<file path="config.mk">
export PLATFORM = sky130hd
export DESIGN_NAME = kri_ctrl
export DESIGN_NICKNAME = d
export VERILOG_FILES = /design/src/hdl/kri_pkg.sv /design/src/hdl/kri_ctrl.sv
export SDC_FILE = /design/constraint.sdc
export NUM_CORES = 1
export LEC_CHECK = 0
export BUFFER_PORTS_ARGS = -buffer_cell sky130_fd_sc_hd__buf_4
export CAP_MARGIN = 20
export CORE_MARGIN = 2
export CORE_UTILIZATION = 50
export CTS_BUF_LIST = sky130_fd_sc_hd__clkbuf_8
export DETAILED_ROUTE_END_ITERATION = 12
export HOLD_SLACK_MARGIN = 0.06
export PLACE_DENSITY = 0.95
export SYNTH_ARGS = -nofsm -noshare
export SYNTH_HDL_FRONTEND = slang
export SYNTH_SLANG_ARGS = --single-unit
</file>
<file path="constraint.sdc">
create_clock -name clk -period 3.87 [get_ports clk]
set_input_delay 0.1935 -clock clk [delete_from_list [all_inputs] [get_ports clk]]
set_output_delay 0.1935 -clock clk [all_outputs]
set_load 0.1 [all_outputs]
</file>
<file path="src/hdl/kri_pkg.sv">
package kri_pkg;

  localparam int MAX_KEYFRAMES = 64;
  localparam int MAX_AGENTS    = 16;

  localparam int FRAME_W = $clog2(MAX_KEYFRAMES);
  localparam int FC_W    = $clog2(MAX_KEYFRAMES + 1);
  localparam int SLOT_W  = $clog2(MAX_AGENTS);
  localparam int CNT_W   = $clog2(MAX_AGENTS + 1);
  localparam int AADDR_W = FRAME_W + SLOT_W;

  localparam int TIME_W     = 24;
  localparam int POS_W      = 24;
  localparam int ID_W       = 16;
  localparam int COLOR_W    = 32;
  localparam int SPEED_W    = 16;
  localparam int DELTA_W    = 16;
  localparam int FRAC_W     = 8;
  localparam int OP_W       = 3;
  localparam int FACT_W     = 16;
  localparam int DVD_W      = 40;
  localparam int DVS_W      = 32;
  localparam int DCNT_W     = $clog2(DVD_W);
  localparam int NCOORD     = 3;
  localparam int COORD_W    = 2;
  localparam int CFG_IDX_W  = 2;
  localparam int CFG_DATA_W = 24;

  localparam logic [SPEED_W-1:0] SPEED_RESET = SPEED_W'(256);

  localparam logic [CFG_IDX_W-1:0] CFG_SPEED    = 2'd0;
  localparam logic [CFG_IDX_W-1:0] CFG_LOOPING  = 2'd1;
  localparam logic [CFG_IDX_W-1:0] CFG_DURATION = 2'd2;

  typedef enum logic [OP_W-1:0] {
    OP_LOAD  = 3'd0,
    OP_TICK  = 3'd1,
    OP_SEEK  = 3'd2,
    OP_PLAY  = 3'd3,
    OP_PAUSE = 3'd4,
    OP_STOP  = 3'd5
  } op_t;

  typedef enum logic [4:0] {
    S_IDLE, S_TICK_MUL, S_TICK_SUM, S_TICK_FIN, S_DIV_M, S_WALK_INIT, S_WALK_RD,
    S_WALK_CHK, S_SETUP, S_DECIDE, S_DIV_F, S_AG_RD, S_AG_TAKE, S_SC_RD, S_SC_CHK,
    S_LERP_MUL, S_LERP_ADD, S_OUT
  } state_t;

  typedef struct packed {
    logic [OP_W-1:0]           operation;
    logic [TIME_W-1:0]         key_time;
    logic                      new_keyframe;
    logic [ID_W-1:0]           agent_id;
    logic [NCOORD-1:0][POS_W-1:0] pos;     // [0]=x [1]=y [2]=z
    logic [COLOR_W-1:0]        color_rgba;
    logic [DELTA_W-1:0]        delta_time;
  } req_t;

  typedef struct packed {
    logic [ID_W-1:0]           agent_id;
    logic [NCOORD-1:0][POS_W-1:0] pos;
    logic [COLOR_W-1:0]        color;
    logic [TIME_W-1:0]         play_time;
    logic                      is_playing;
    logic                      last;
  } res_t;

  typedef struct packed {
    logic [ID_W-1:0]           id;
    logic [NCOORD-1:0][POS_W-1:0] pos;
    logic [COLOR_W-1:0]        color;
  } agent_rec_t;

  typedef struct packed {
    logic [TIME_W-1:0] ftime;
    logic [CNT_W-1:0]  cnt;
  } frame_rec_t;

  typedef struct packed {
    logic take;
    logic load;
    logic play;
    logic pause;
    logic seek;
    logic stop;
    logic tick_mul;
    logic tick_sum;
    logic tick_fin;
    logic tick_mod;
    logic div_start;
    logic div_sel_f;
    logic walk_init;
    logic frame_rd;
    logic walk_chk;
    logic setup;
    logic f_take;
    logic ag_rd;
    logic ag_take;
    logic sc_rd;
    logic sc_chk;
    logic lerp_mul;
    logic lerp_add;
    logic emit;
  } cmd_t;

  typedef struct packed {
    logic loaded;
    logic playing;
    logic tick_div;
    logic div_done;
    logic walk_end;
    logic n_zero;
    logic mix;
    logic scan_any;
    logic id_match;
    logic scan_end;
    logic coord_last;
    logic out_free;
    logic last_agent;
  } sts_t;

endpackage

</file>
<file path="src/hdl/kri_ctrl.sv">
module kri_ctrl import kri_pkg::*; (
  input  logic            clk,
  input  logic            rst_n,
  input  logic            in_valid,
  input  logic [OP_W-1:0] in_op,
  output logic            in_ready,
  input  sts_t            sts,
  output cmd_t            cmd
);

  state_t state_r, state_nxt;

  always_ff @(posedge clk) begin
    if (!rst_n) state_r <= S_IDLE;
    else        state_r <= state_nxt;
  end

  always_comb begin
    state_nxt = state_r;
    unique case (state_r)
      S_IDLE: begin
        if (in_valid) begin
          case (in_op)
            OP_TICK: if (sts.loaded && sts.playing) state_nxt = S_TICK_MUL;
            OP_SEEK, OP_STOP: state_nxt = S_WALK_INIT;
            default: state_nxt = S_IDLE;
          endcase
        end
      end
      S_TICK_MUL:  state_nxt = S_TICK_SUM;
      S_TICK_SUM:  state_nxt = S_TICK_FIN;
      S_TICK_FIN:  state_nxt = sts.tick_div ? S_DIV_M : S_WALK_INIT;
      S_DIV_M:     if (sts.div_done) state_nxt = S_WALK_INIT;
      S_WALK_INIT: state_nxt = sts.loaded ? S_WALK_RD : S_IDLE;
      S_WALK_RD:   state_nxt = S_WALK_CHK;
      S_WALK_CHK:  state_nxt = sts.walk_end ? S_SETUP : S_WALK_RD;
      S_SETUP:     state_nxt = S_DECIDE;
      S_DECIDE: begin
        if (sts.n_zero)   state_nxt = S_IDLE;
        else if (sts.mix) state_nxt = S_DIV_F;
        else              state_nxt = S_AG_RD;
      end
      S_DIV_F:     if (sts.div_done) state_nxt = S_AG_RD;
      S_AG_RD:     state_nxt = S_AG_TAKE;
      S_AG_TAKE:   state_nxt = sts.scan_any ? S_SC_RD : S_OUT;
      S_SC_RD:     state_nxt = S_SC_CHK;
      S_SC_CHK: begin
        if (sts.id_match)      state_nxt = S_LERP_MUL;
        else if (sts.scan_end) state_nxt = S_OUT;
        else                   state_nxt = S_SC_RD;
      end
      S_LERP_MUL:  state_nxt = S_LERP_ADD;
      S_LERP_ADD:  state_nxt = sts.coord_last ? S_OUT : S_LERP_MUL;
      S_OUT: begin
        if (sts.out_free) state_nxt = sts.last_agent ? S_IDLE : S_AG_RD;
      end
      default:     state_nxt = S_IDLE;
    endcase
  end

  always_comb begin
    cmd      = '0;
    in_ready = 1'b0;
    unique case (state_r)
      S_IDLE: begin
        in_ready = 1'b1;
        cmd.take = in_valid;
        case (in_op)
          OP_LOAD:  cmd.load  = in_valid;
          OP_SEEK:  cmd.seek  = in_valid;
          OP_PLAY:  cmd.play  = in_valid;
          OP_PAUSE: cmd.pause = in_valid;
          OP_STOP:  cmd.stop  = in_valid;
          default: ;
        endcase
      end
      S_TICK_MUL: cmd.tick_mul = 1'b1;
      S_TICK_SUM: cmd.tick_sum = 1'b1;
      S_TICK_FIN: begin
        cmd.div_start = sts.tick_div;
        cmd.tick_fin  = !sts.tick_div;
      end
      S_DIV_M:     cmd.tick_mod = sts.div_done;
      S_WALK_INIT: cmd.walk_init = 1'b1;
      S_WALK_RD:   cmd.frame_rd = 1'b1;
      S_WALK_CHK:  cmd.walk_chk = 1'b1;
      S_SETUP:     cmd.setup = 1'b1;
      S_DECIDE: begin
        cmd.div_start = sts.mix && !sts.n_zero;
        cmd.div_sel_f = 1'b1;
      end
      S_DIV_F:     cmd.f_take = sts.div_done;
      S_AG_RD:     cmd.ag_rd = 1'b1;
      S_AG_TAKE:   cmd.ag_take = 1'b1;
      S_SC_RD:     cmd.sc_rd = 1'b1;
      S_SC_CHK:    cmd.sc_chk = 1'b1;
      S_LERP_MUL:  cmd.lerp_mul = 1'b1;
      S_LERP_ADD:  cmd.lerp_add = 1'b1;
      S_OUT:       cmd.emit = sts.out_free;
      default: ;
    endcase
  end

endmodule

</file>
* Word-level counts from Yosys, hierarchy flattened
Cells that the tools add are included.
** Word-level totals
- Bits in registers :: 5
- Latch bits :: 0
- Bits in writable memories :: 0
- Bits in read-only memories :: 0
- Input bits :: 19
- Output and inout bits :: 25
- Memories kept :: 0
** Operators by class
- $add $sub $neg :: 0
- Multiply operators :: 0
- Divide/modulo/power cells :: 0
- $lt $le $gt $ge :: 0
- Eq/ne operators :: 27
- Shifts and indexed selects :: 0
- Muxes and demuxes :: 42
- Bitwise logic cells :: 0
- Reductions and logical operators :: 8
** Operators with widths (count)
- $pmux 5 s18 :: 1
- $mux 5 :: 9
- $eq 5x4->1 const B :: 8
- $mux 1 :: 25
- $eq 5x3->1 const B :: 4
- $mux 4 :: 3
- $eq 5x2->1 const B :: 2
- $eq 5x5->1 const B :: 2
- $pmux 5 s2 :: 1
- $ne 2x2->1 const B :: 4
- $eq 3x2->1 const B :: 2
- $eq 3x3->1 const B :: 2
- $mux 6 :: 1
- $eq 5x1->1 const B :: 1
- $logic_not 5->1 :: 1
- $reduce_and 5->1 :: 1
- $eq 3x1->1 const B :: 1
- $logic_not 3->1 :: 1
- $mux 3 :: 1
- $ne 3x3->1 const B :: 1
- $logic_and 1x1->1 :: 2
- $logic_not 1->1 :: 2
- $pmux 1 s2 :: 1
- $reduce_or 2->1 :: 1

* Depth between registers and ports, before layout
Gate-level depths: netlist of run 1.
- Depth after elaboration :: 5
- Gate-level depth with buffers :: 7
- Gate-level depth less buffers :: 5

* Worst setup path before layout of run 1
Ideal clock, no wire load.
- Path kind :: flip-flop to output port
- Start point :: register state_r[0]
- End point :: output port cmd[19] (netlist name)
- Arrival time :: 5.123 ns
- Data required time :: 3.677 ns
- Setup slack :: -1.446 ns
- Cell stages (with the launch flop) :: 6
- Path buffers :: 1
- Cells stage by stage :: dfxtp_1 buf_2 or3_1 nor2_2 nand2_1 nor4b_1
** RTL lines
- from (decl) :: line kri_ctrl.sv:11 : state_t state_r, state_nxt;
- from (signal assigned) :: line kri_ctrl.sv:15 : else state_r <= state_nxt;
- to (decl) :: line kri_ctrl.sv:8 : output cmd_t cmd

==> implementation parameters, run 1 <==
Parameter                              Value

Yosys
  Synth Flop Type    sky130_fd_sc_hd__dfxtp_1
  Basic-gate share of the synthesized area counting and, or, nand and nor cells    0.499
  Xor/xnor cell area share of the yosys netlist    0
  Syn Inst Count    126
  Count of yosys warnings during synthesis    0
  EDFF count, synth    0
  Average size of a mapped cell    6.56 µm²
  Post-synthesis sequential area ratio    0.121
  Number of distinct library cells after synthesis    45
  Area share of fa/ha/maj cells after synthesis    0
  Post-synthesis compound-gate area fraction    0.297
  Total of flip-flops plus latches after synthesis    5
  FFs w/ async S/R, synth    0
  Combinational family with the most area after synthesis    simple AND/OR/NAND/NOR gates
  Syn_nets    145
  Cell Area, Synth    827 µm²
  Mux cell area share after synthesis    0

Clock tree
  Number of hold-repair buffers added at the cts stage    0
  Clock slew at the register clock pins of the worst setup and hold paths    0.04 ns
  Root buffer cell    sky130_fd_sc_hd__clkbuf_8
  Number of H-tree levels    1
  Longest Clk Path Bufs    2
  PostCTS Resize Cnt    0
  Inserted Clock Buffers    3
  TritonCTS clock tree    done
  Clock Latency Late Sink    0.23 ns
  # Post-CTS Setup Buffers    0
  Sinks on Clock Net    5

Finish
  Area growth from synthesis to layout    44.6%
  Register with the most flip-flops    state_r
  Max reg flops    5
  Finished Cell Area    1200 µm²
  Net total in the final layout    183
  Filler Cells Inserted    116
  Share of final-layout standard cells stronger than drive strength 1    0.337
  Final standard cell count with taps included and fillers excluded    179
  Diode count    0
  Top flop regs    state_r: 5 flops
  Post-route core utilization    0.785

Worst hold path
  Worst hold path depth    3
  Start point of the worst hold path    rst_n
  Hold worst-path end    state_r[2]
  Worst Hold Class    primary input to flip-flop

Floorplanning
  Core footprint    1520 µm²
  Number of standard-cell rows in the floorplan    14
  Total I/O pin count    44
  Die outline width    44.7 µm
  Die ar.    2000 µm²
  Vertical extent of the die    44.7 µm
  Starting Density    0.543

Worst setup path
  Cell class contributing the biggest share of worst-path delay    simple AND/OR/NAND/NOR gates
  Buffers plus inverters on the worst setup path    1
  Cells along the critical path    or3_1 > nor2_2 > nand2_1 > nor4b_2 > buf_4
  Worst setup slack for register-to-register paths    1.88 ns
  Critical path capture point type    primary output
  Reg2reg end    state_r[3]
  Reg-to-Reg Start    state_r[0]
  Crit path kind    flip-flop to primary output
  Worst path arrival time    2.35 ns
  Critical path data required time    3.68 ns
  Highest cell delay on the worst timing path    0.56 ns
  Critical path's slowest cell    sky130_fd_sc_hd__dfxtp_1
  Worst-path maximum fanout    28
  Depth of the worst register-to-register path    5
  Type of element launching the critical path    flip-flop

GRT
  Total routing resource utilization after global routing    0.301
  GR Overflow Total    0
  Vias in the first global route    938
  Initial antenna violation count    0
  Largest net degree at the start of global routing    29
  First-pass GRT wire length    4360 µm

Status
  Run status    finished, final reports clean

STA
  Slew margin rel.    0.458
  Max Clock Freq    393 MHz
  Time the final worst path needs with I/O delays and setup    2.54 ns
  Worst-case clock skew    0.00261 ns
  Count of pins over their slew limit    0
  Setup violation total in the final timing report    0
  RSZ-0062 raised after global routing    false
  Share of the cycle needed by the critical path after routing    0.657
  Actual transition at the worst max-transition pin    0.812 ns
  Count of final hold-check violations    0

Placement
  Standard cell area after detailed placement    1150 µm²
  # port buffers    43
  Final Wtd Congestion    0.927
  Number of placed instances with taps included    175
  Hpwl dp    1950 µm

Detailed routing
  Vias per inst    6.04
  Post-detailed-routing wire length    2630 µm
  Routed WL per cell    14.7 µm
  Detailed-route via count    1081
  Drt first pass iters    5
  Number of remaining DRC errors    0
  Final ANT Viol Nets    0
  Detailed Route Iter0 Violations    49

Power
  Worst vdd ir    255 µV
  Leakage power summed over all cells    0.524 nW
  Pwr per Cell Area    413 nW/µm²

Flow run
  Number of maximum-capacitance constraint violations    0
Yosys cell counts (all sizes together), types with 3 or more instances:
cell	instances	share of area
a211oi	3	0.033
a21boi	3	0.027
a21oi	3	0.018
and3	4	0.030
buf	6	0.042
clkbuf	4	0.018
dfxtp	5	0.12
inv	5	0.023
nand2	11	0.050
nand2b	7	0.053
nand3	4	0.024
nor2	18	0.085
nor2b	5	0.038
nor3	9	0.054
nor3b	3	0.027
nor4	3	0.023
o21ai	3	0.018
o31ai	4	0.036
through the flow:
stage | hold slack [ns] | worst slack, ns | total power [mW] | TNS (ns)
detailed placement | 0.482 | 1.59 | 0.391 | 0
global route | 0.250 | 1.23 | 0.518 | 0
floorplan | 0.326 | -0.173 | 0.331 | -0.173
CTS | 0.245 | 1.34 | 0.492 | 0
finish | 0.247 | 1.33 | 0.495 | 0
global placement | 0.484 | 1.66 | 0.386 | 0
worst register-to-register path, cell delays in order, from the launching register on:
cell and delay [ns]:
sky130_fd_sc_hd__dfxtp_1 0.84, sky130_fd_sc_hd__or3_1 0.26, sky130_fd_sc_hd__nor2_2 0.09, sky130_fd_sc_hd__a2111oi_4 0.42, sky130_fd_sc_hd__o31ai_1 0.14, sky130_fd_sc_hd__a21boi_1 0.17
kinds of logic after synthesis:
logic type | Yosys count
AOI/OAI and AO/OA | 30
buffers and inverters | 15
DFF | 5
and+or+nand+nor | 76
worst max-delay path by stage:
stage                    start  endpoint  slack, ns  cells past startpoint
finish              state_r[0]   cmd[19]       1.33                      5
global route        state_r[0]   cmd[19]       1.23                      5
CTS                 state_r[0]   cmd[19]       1.34                      5
detailed placement  state_r[0]   cmd[19]       1.59                      5
global placement    state_r[0]   cmd[19]       1.66                      5
floorplan           state_r[0]   cmd[19]      -0.17                      5
cell type report:
class | instances | area, µm² | share of cell area
Multi-Input combinational cell | 106 | 689 | 0.576
Clock buffer | 3 | 41.3 | 0.0345
Clock inverter | 1 | 3.75 | 0.00314
Timing Repair Buffer | 43 | 323 | 0.270
Sequential cell | 5 | 100 | 0.0837
Inverter | 5 | 18.8 | 0.0157
Tap cell | 16 | 20.0 | 0.0167
metal layers:
layer | wire length (µm) | share of wire | GRT usage
met4 | 12 | 0.0046 | 0.0485
met5 | 0 | 0 | 0
met2 | 1260 | 0.48 | 0.461
met1 | 1070 | 0.41 | 0.415
met3 | 295 | 0.11 | 0.0980
where the power goes:
part           internal (mW)  switching [mW]  leakage [nW]
logic                 0.0888           0.215         0.456
clock network         0.0685          0.0314        0.0269
registers             0.0582          0.0331        0.0406
cell usage in the layout (no fill, tap or decap), types with 3 or more instances in the layout:
master	n
sky130_fd_sc_hd__and3_1	4
sky130_fd_sc_hd__nand3_1	4
sky130_fd_sc_hd__buf_4	43
sky130_fd_sc_hd__nor2_1	17
sky130_fd_sc_hd__a21boi_1	3
sky130_fd_sc_hd__nand2_1	11
sky130_fd_sc_hd__nand2b_1	7
sky130_fd_sc_hd__nor3b_1	3
sky130_fd_sc_hd__inv_1	6
sky130_fd_sc_hd__o31ai_1	4
sky130_fd_sc_hd__nor3_1	7
sky130_fd_sc_hd__nor2b_1	5
sky130_fd_sc_hd__clkbuf_8	3
sky130_fd_sc_hd__dfxtp_1	5
sky130_fd_sc_hd__a21oi_1	3
No activity file was read; power rests on OpenSTA's default activity.
==> inputs of run 2 (changes only) <==
CORE_UTILIZATION = 46   (was 50)
PLACE_DENSITY = 0.89   (was 0.95)
clock period = 2.6 ns   (was 3.87 ns; I/O delays follow)
==> implementation parameters, run 2 (synthesis results as in run 1) <==
Parameter                              Value

Floorplanning
  Number of standard-cell rows in the floorplan    15
  Core footprint    1710 µm²
  Die outline width    46.4 µm
  Total I/O pin count    44
  Die ar.    2150 µm²
  Starting Density    0.484
  Vertical extent of the die    46.4 µm

Detailed routing
  Drt first pass iters    4
  Routed WL per cell    15.0 µm
  Vias per inst    5.84
  Number of remaining DRC errors    0
  Detailed Route Iter0 Violations    36
  Detailed-route via count    1121
  Post-detailed-routing wire length    2880 µm
  Final ANT Viol Nets    0

Clock tree
  Root buffer cell    sky130_fd_sc_hd__clkbuf_8
  Longest Clk Path Bufs    2
  Sinks on Clock Net    5
  PostCTS Resize Cnt    0
  Clock Latency Late Sink    0.22 ns
  Number of hold-repair buffers added at the cts stage    0
  # Post-CTS Setup Buffers    0
  Clock slew at the register clock pins of the worst setup and hold paths    0.03 ns
  Inserted Clock Buffers    3
  TritonCTS clock tree    done
  Number of H-tree levels    1

STA
  Post-Route Hold Slack    0.195 ns
  Share of the cycle needed by the critical path after routing    0.817
  Time the final worst path needs with I/O delays and setup    2.12 ns
  RSZ-0062 raised after global routing    false
  Slew margin rel.    0.661
  Count of final hold-check violations    0
  Max Clock Freq    471 MHz
  Actual transition at the worst max-transition pin    0.501 ns
  Count of pins over their slew limit    0
  Worst-case clock skew    0.000589 ns
  Setup violation total in the final timing report    0
  Final sum of negative setup slack    0 ns

Finish
  Finished Cell Area    1290 µm²
  Post-route core utilization    0.758
  Register with the most flip-flops    state_r
  Net total in the final layout    187
  Area growth from synthesis to layout    56.6%
  Max reg flops    5
  Leading cell types in the layout, fill and taps excluded    sky130_fd_sc_hd__buf_4, sky130_fd_sc_hd__nor2_1, sky130_fd_sc_hd__nand2_1, sky130_fd_sc_hd__nand2b_1, sky130_fd_sc_hd__inv_1
  Diode count    0
  Filler Cells Inserted    146
  Top flop regs    state_r: 5 flops
  Share of final-layout standard cells stronger than drive strength 1    0.395
  Most common cell after layout, fill and taps aside    sky130_fd_sc_hd__buf_4

Worst setup path
  Depth of the worst register-to-register path    5
  Reg-to-Reg Start    state_r[3]
  Worst-path maximum fanout    12
  Type of element launching the critical path    flip-flop
  Critical path data required time    2.47 ns
  Reg2reg end    state_r[3]
  Critical path capture point type    primary output
  Worst setup slack for register-to-register paths    0.59 ns
  Worst path arrival time    1.99 ns
  Crit path kind    flip-flop to primary output

Power
  Combinational Power Share    0.695
  Worst vdd ir    420 µV
  Pwr per Cell Area    597 nW/µm²
  Switch Pwr    428 µW
  Relative contribution of the clock network to total power    0.182
  Leakage power summed over all cells    0.564 nW
  Fraction of power spent switching nets    0.554
  Cell-internal power    345 µW
  Sum of internal, switching and leakage power    773 µW
  Flop pwr share    0.123

Status
  Run status    finished, final reports clean

Worst hold path
  Worst hold path depth    3
  Start point of the worst hold path    rst_n
  Hold worst-path end    state_r[2]
  Worst Hold Class    primary input to flip-flop

Placement
  Hpwl dp    2220 µm
  Standard cell area after detailed placement    1250 µm²
  # port buffers    43
  Final Wtd Congestion    0.926

GRT
  GR Overflow Total    0
  Vias in the first global route    965
  Initial antenna violation count    0
  Total routing resource utilization after global routing    0.278
  Largest net degree at the start of global routing    28
  First-pass GRT wire length    4310 µm

Flow run
  Number of maximum-capacitance constraint violations    0
-- run 2: final cells by class --
| class | count | area, µm² | share of cell area |
|---|---|---|---|
| clock inverter | 1 | 3.75 | 0.00290 |
| inverter | 5 | 18.8 | 0.0145 |
| multi-input combinational | 106 | 747 | 0.577 |
| tap | 25 | 31.3 | 0.0242 |
| sequential | 5 | 100 | 0.0773 |
| timing repair buffer | 47 | 353 | 0.272 |
| clock buffer | 3 | 41.3 | 0.0319 |
-- run 2: stage by stage --
| step | setup slack, ns | cells |
|---|---|---|
| after detailed placement | 0.724 | 188 |
| after global routing | 0.402 | 192 |
| after global placement | 0.768 | 188 |
| after floorplan | -0.356 | 126 |
| after CTS | 0.483 | 192 |
| final | 0.477 | 192 |
-- run 2: how the worst max path moves through the flow --
stage,start,end,slack (ns)
4_1_cts,state_r[3],cmd[19],0.48
6_report,state_r[4],cmd[19],0.48
2_1_floorplan,state_r[0],cmd[20],-0.36
5_1_grt,state_r[3],cmd[19],0.40
3_3_place_gp,state_r[4],cmd[19],0.77
3_5_place_dp,state_r[3],cmd[19],0.72
-- run 2: power by group through the flow --
stage                     clock, mW  combinational, mW  sequential [mW]
after global routing          0.146              0.564           0.0960
final                         0.141              0.537           0.0949
after CTS                     0.142              0.535           0.0943
after detailed placement          0              0.534           0.0954
after global placement            0              0.526           0.0950
after floorplan                   0              0.433           0.0930
-- run 2: layer usage --
layer  GRT usage  up-vias  part of all wire
li1            -      544                 -
met4      0.0857        0             0.013
met5           0        -                 0
met2       0.475       51              0.52
met1       0.364      522              0.41
met3      0.0275        4             0.063
-- run 2: worst max-delay path, cell delays in order, from the launching register on --
cell	delay [ns]
sky130_fd_sc_hd__dfxtp_1	0.44
sky130_fd_sc_hd__or3_4	0.42
sky130_fd_sc_hd__nor2_4	0.21
sky130_fd_sc_hd__nand2_4	0.12
sky130_fd_sc_hd__nor4b_4	0.26
sky130_fd_sc_hd__buf_4	0.33
==> inputs of run 3 (changes only) <==
CORE_UTILIZATION = 42   (was 46)
PLACE_DENSITY = 0.86   (was 0.89)
clock period = 1.8 ns   (was 2.6 ns; I/O delays follow)
==> implementation parameters, run 3 (synthesis results as in run 1) <==
Parameter                              Value

Worst hold path
  Hold worst-path end    state_r[1]
  Start point of the worst hold path    rst_n
  Worst Hold Class    primary input to flip-flop
  Worst hold path depth    2

Finish
  Leading cell types in the layout, fill and taps excluded    sky130_fd_sc_hd__buf_4, sky130_fd_sc_hd__nand2_1, sky130_fd_sc_hd__nor2_1, sky130_fd_sc_hd__nand2b_1
  Register with the most flip-flops    state_r
  Post-route core utilization    0.801
  Max reg flops    5
  Finished Cell Area    1520 µm²
  Net total in the final layout    194
  Most common cell after layout, fill and taps aside    sky130_fd_sc_hd__buf_4
  Final standard cell count with taps included and fillers excluded    201
  Area taken by multi-input logic gates    851 µm²
  Area growth from synthesis to layout    84.1%
  Area occupied by registers    101 µm²
  Top flop regs    state_r: 5 flops
  Diode count    0
  Filler Cells Inserted    122
  Share of final-layout standard cells stronger than drive strength 1    0.517

Clock tree
  Number of hold-repair buffers added at the cts stage    0
  Sinks on Clock Net    5
  Clock Latency Late Sink    0.23 ns
  Root buffer cell    sky130_fd_sc_hd__clkbuf_8
  # Post-CTS Setup Buffers    0
  TritonCTS clock tree    done
  Clock slew at the register clock pins of the worst setup and hold paths    0.04 ns
  Number of H-tree levels    1
  Inserted Clock Buffers    3
  Longest Clk Path Bufs    2

Detailed routing
  Post-detailed-routing wire length    3190 µm
  Final ANT Viol Nets    0
  Routed WL per cell    15.9 µm
  Number of remaining DRC errors    0
  Drt first pass iters    4
  Detailed-route via count    1194
  Detailed Route Iter0 Violations    35
  Vias per inst    5.94

Worst setup path
  Critical path capture point type    primary output
  Worst setup slack for register-to-register paths    0.10 ns
  Depth of the worst register-to-register path    6
  Worst-path maximum fanout    4
  Critical Path Start    state_r[1]
  Reg-to-Reg Start    state_r[3]
  Critical path data required time    1.71 ns
  Crit path kind    flip-flop to primary output
  Reg2reg end    state_r[3]
  Type of element launching the critical path    flip-flop
  Worst path arrival time    1.72 ns

GRT
  Total routing resource utilization after global routing    0.270
  Largest net degree at the start of global routing    21
  Initial antenna violation count    0
  Busiest metal layer after global routing    met2
  First-pass GRT wire length    5040 µm
  GRT met2 Usage    0.465
  GR Overflow Total    0
  Met1 usage    0.333
  Met3 global-route usage    0.0340
  Vias in the first global route    1115

Placement
  Hpwl dp    2180 µm
  Final Wtd Congestion    0.878
  Number of placed instances with taps included    197
  # port buffers    43
  Standard cell area after detailed placement    1400 µm²
  Pre-CTS setup slack    0.153 ns

Floorplanning
  Starting Density    0.435
  Number of standard-cell rows in the floorplan    16
  Die ar.    2340 µm²
  Vertical extent of the die    48.4 µm
  Die outline width    48.4 µm
  Total I/O pin count    44
  Core footprint    1900 µm²

STA
  RSZ-0062 raised after global routing    true
  Max Clock Freq    553 MHz
  Actual transition at the worst max-transition pin    0.478 ns
  Share of the cycle needed by the critical path after routing    1.00
  Final critical-path setup slack    -0.00687 ns
  Time the final worst path needs with I/O delays and setup    1.81 ns
  Count of final hold-check violations    0
  Slew margin rel.    0.679
  Worst-case clock skew    0.00233 ns
  Setup violation total in the final timing report    1
  Final sum of negative setup slack    -0.00687 ns
  Count of pins over their slew limit    0
  Post-Route Hold Slack    0.158 ns

Power
  Leakage power summed over all cells    0.626 nW
  Sum of internal, switching and leakage power    1.25 mW
  Worst vdd ir    597 µV
  Pwr per Cell Area    824 nW/µm²

Status
  Failing checks    setup timing
  Run status    finished, violations left

Flow run
  Number of maximum-capacitance constraint violations    0
-- run 3: final cells by class --
class / instances / area share
timing repair buffer: 54 / 0.311
tap: 27 / 0.0222
sequential: 5 / 0.0666
clock inverter: 1 / 0.00247
multi-input combinational: 106 / 0.559
inverter: 5 / 0.0123
clock buffer: 3 / 0.0271
-- run 3: report_power, final --
| group | internal, mW | switching [mW] | leakage, nW |
|---|---|---|---|
| clock network | 0.147 | 0.0641 | 0.0269 |
| registers | 0.126 | 0.0127 | 0.0411 |
| logic | 0.294 | 0.611 | 0.558 |
-- run 3: worst max-delay path, cell delays in order, from the launching register on --
cell	delay (ns)
sky130_fd_sc_hd__dfxtp_2	0.32
sky130_fd_sc_hd__or3_4	0.41
sky130_fd_sc_hd__nor2_4	0.16
sky130_fd_sc_hd__nand2_4	0.11
sky130_fd_sc_hd__nor4b_4	0.23
sky130_fd_sc_hd__buf_6	0.26
-- run 3: metal layers --
layer | routed length [µm] | vias to the layer above
met1 | 1160 | 544
met2 | 1660 | 84
met4 | 59 | 0
met5 | 0 | -
li1 | - | 557
met3 | 315 | 9
-- run 3: what timing repair did --
| item | 4_1_cts | 5_1_grt |
|---|---|---|
| pin swaps | 0 | 4 |
| resized for setup | 8 | 13 |
| setup endpoints to repair | 6 | 12 |
-- run 3: worst max path at each step --
stage	to	slack (ns)
finish	cmd[19]	-0.007
global route	cmd[19]	-0.06
CTS	cmd[20]	-0.001
detailed placement	state_r[3]	0.15
global placement	state_r[3]	0.19
floorplan	cmd[19]	-0.90
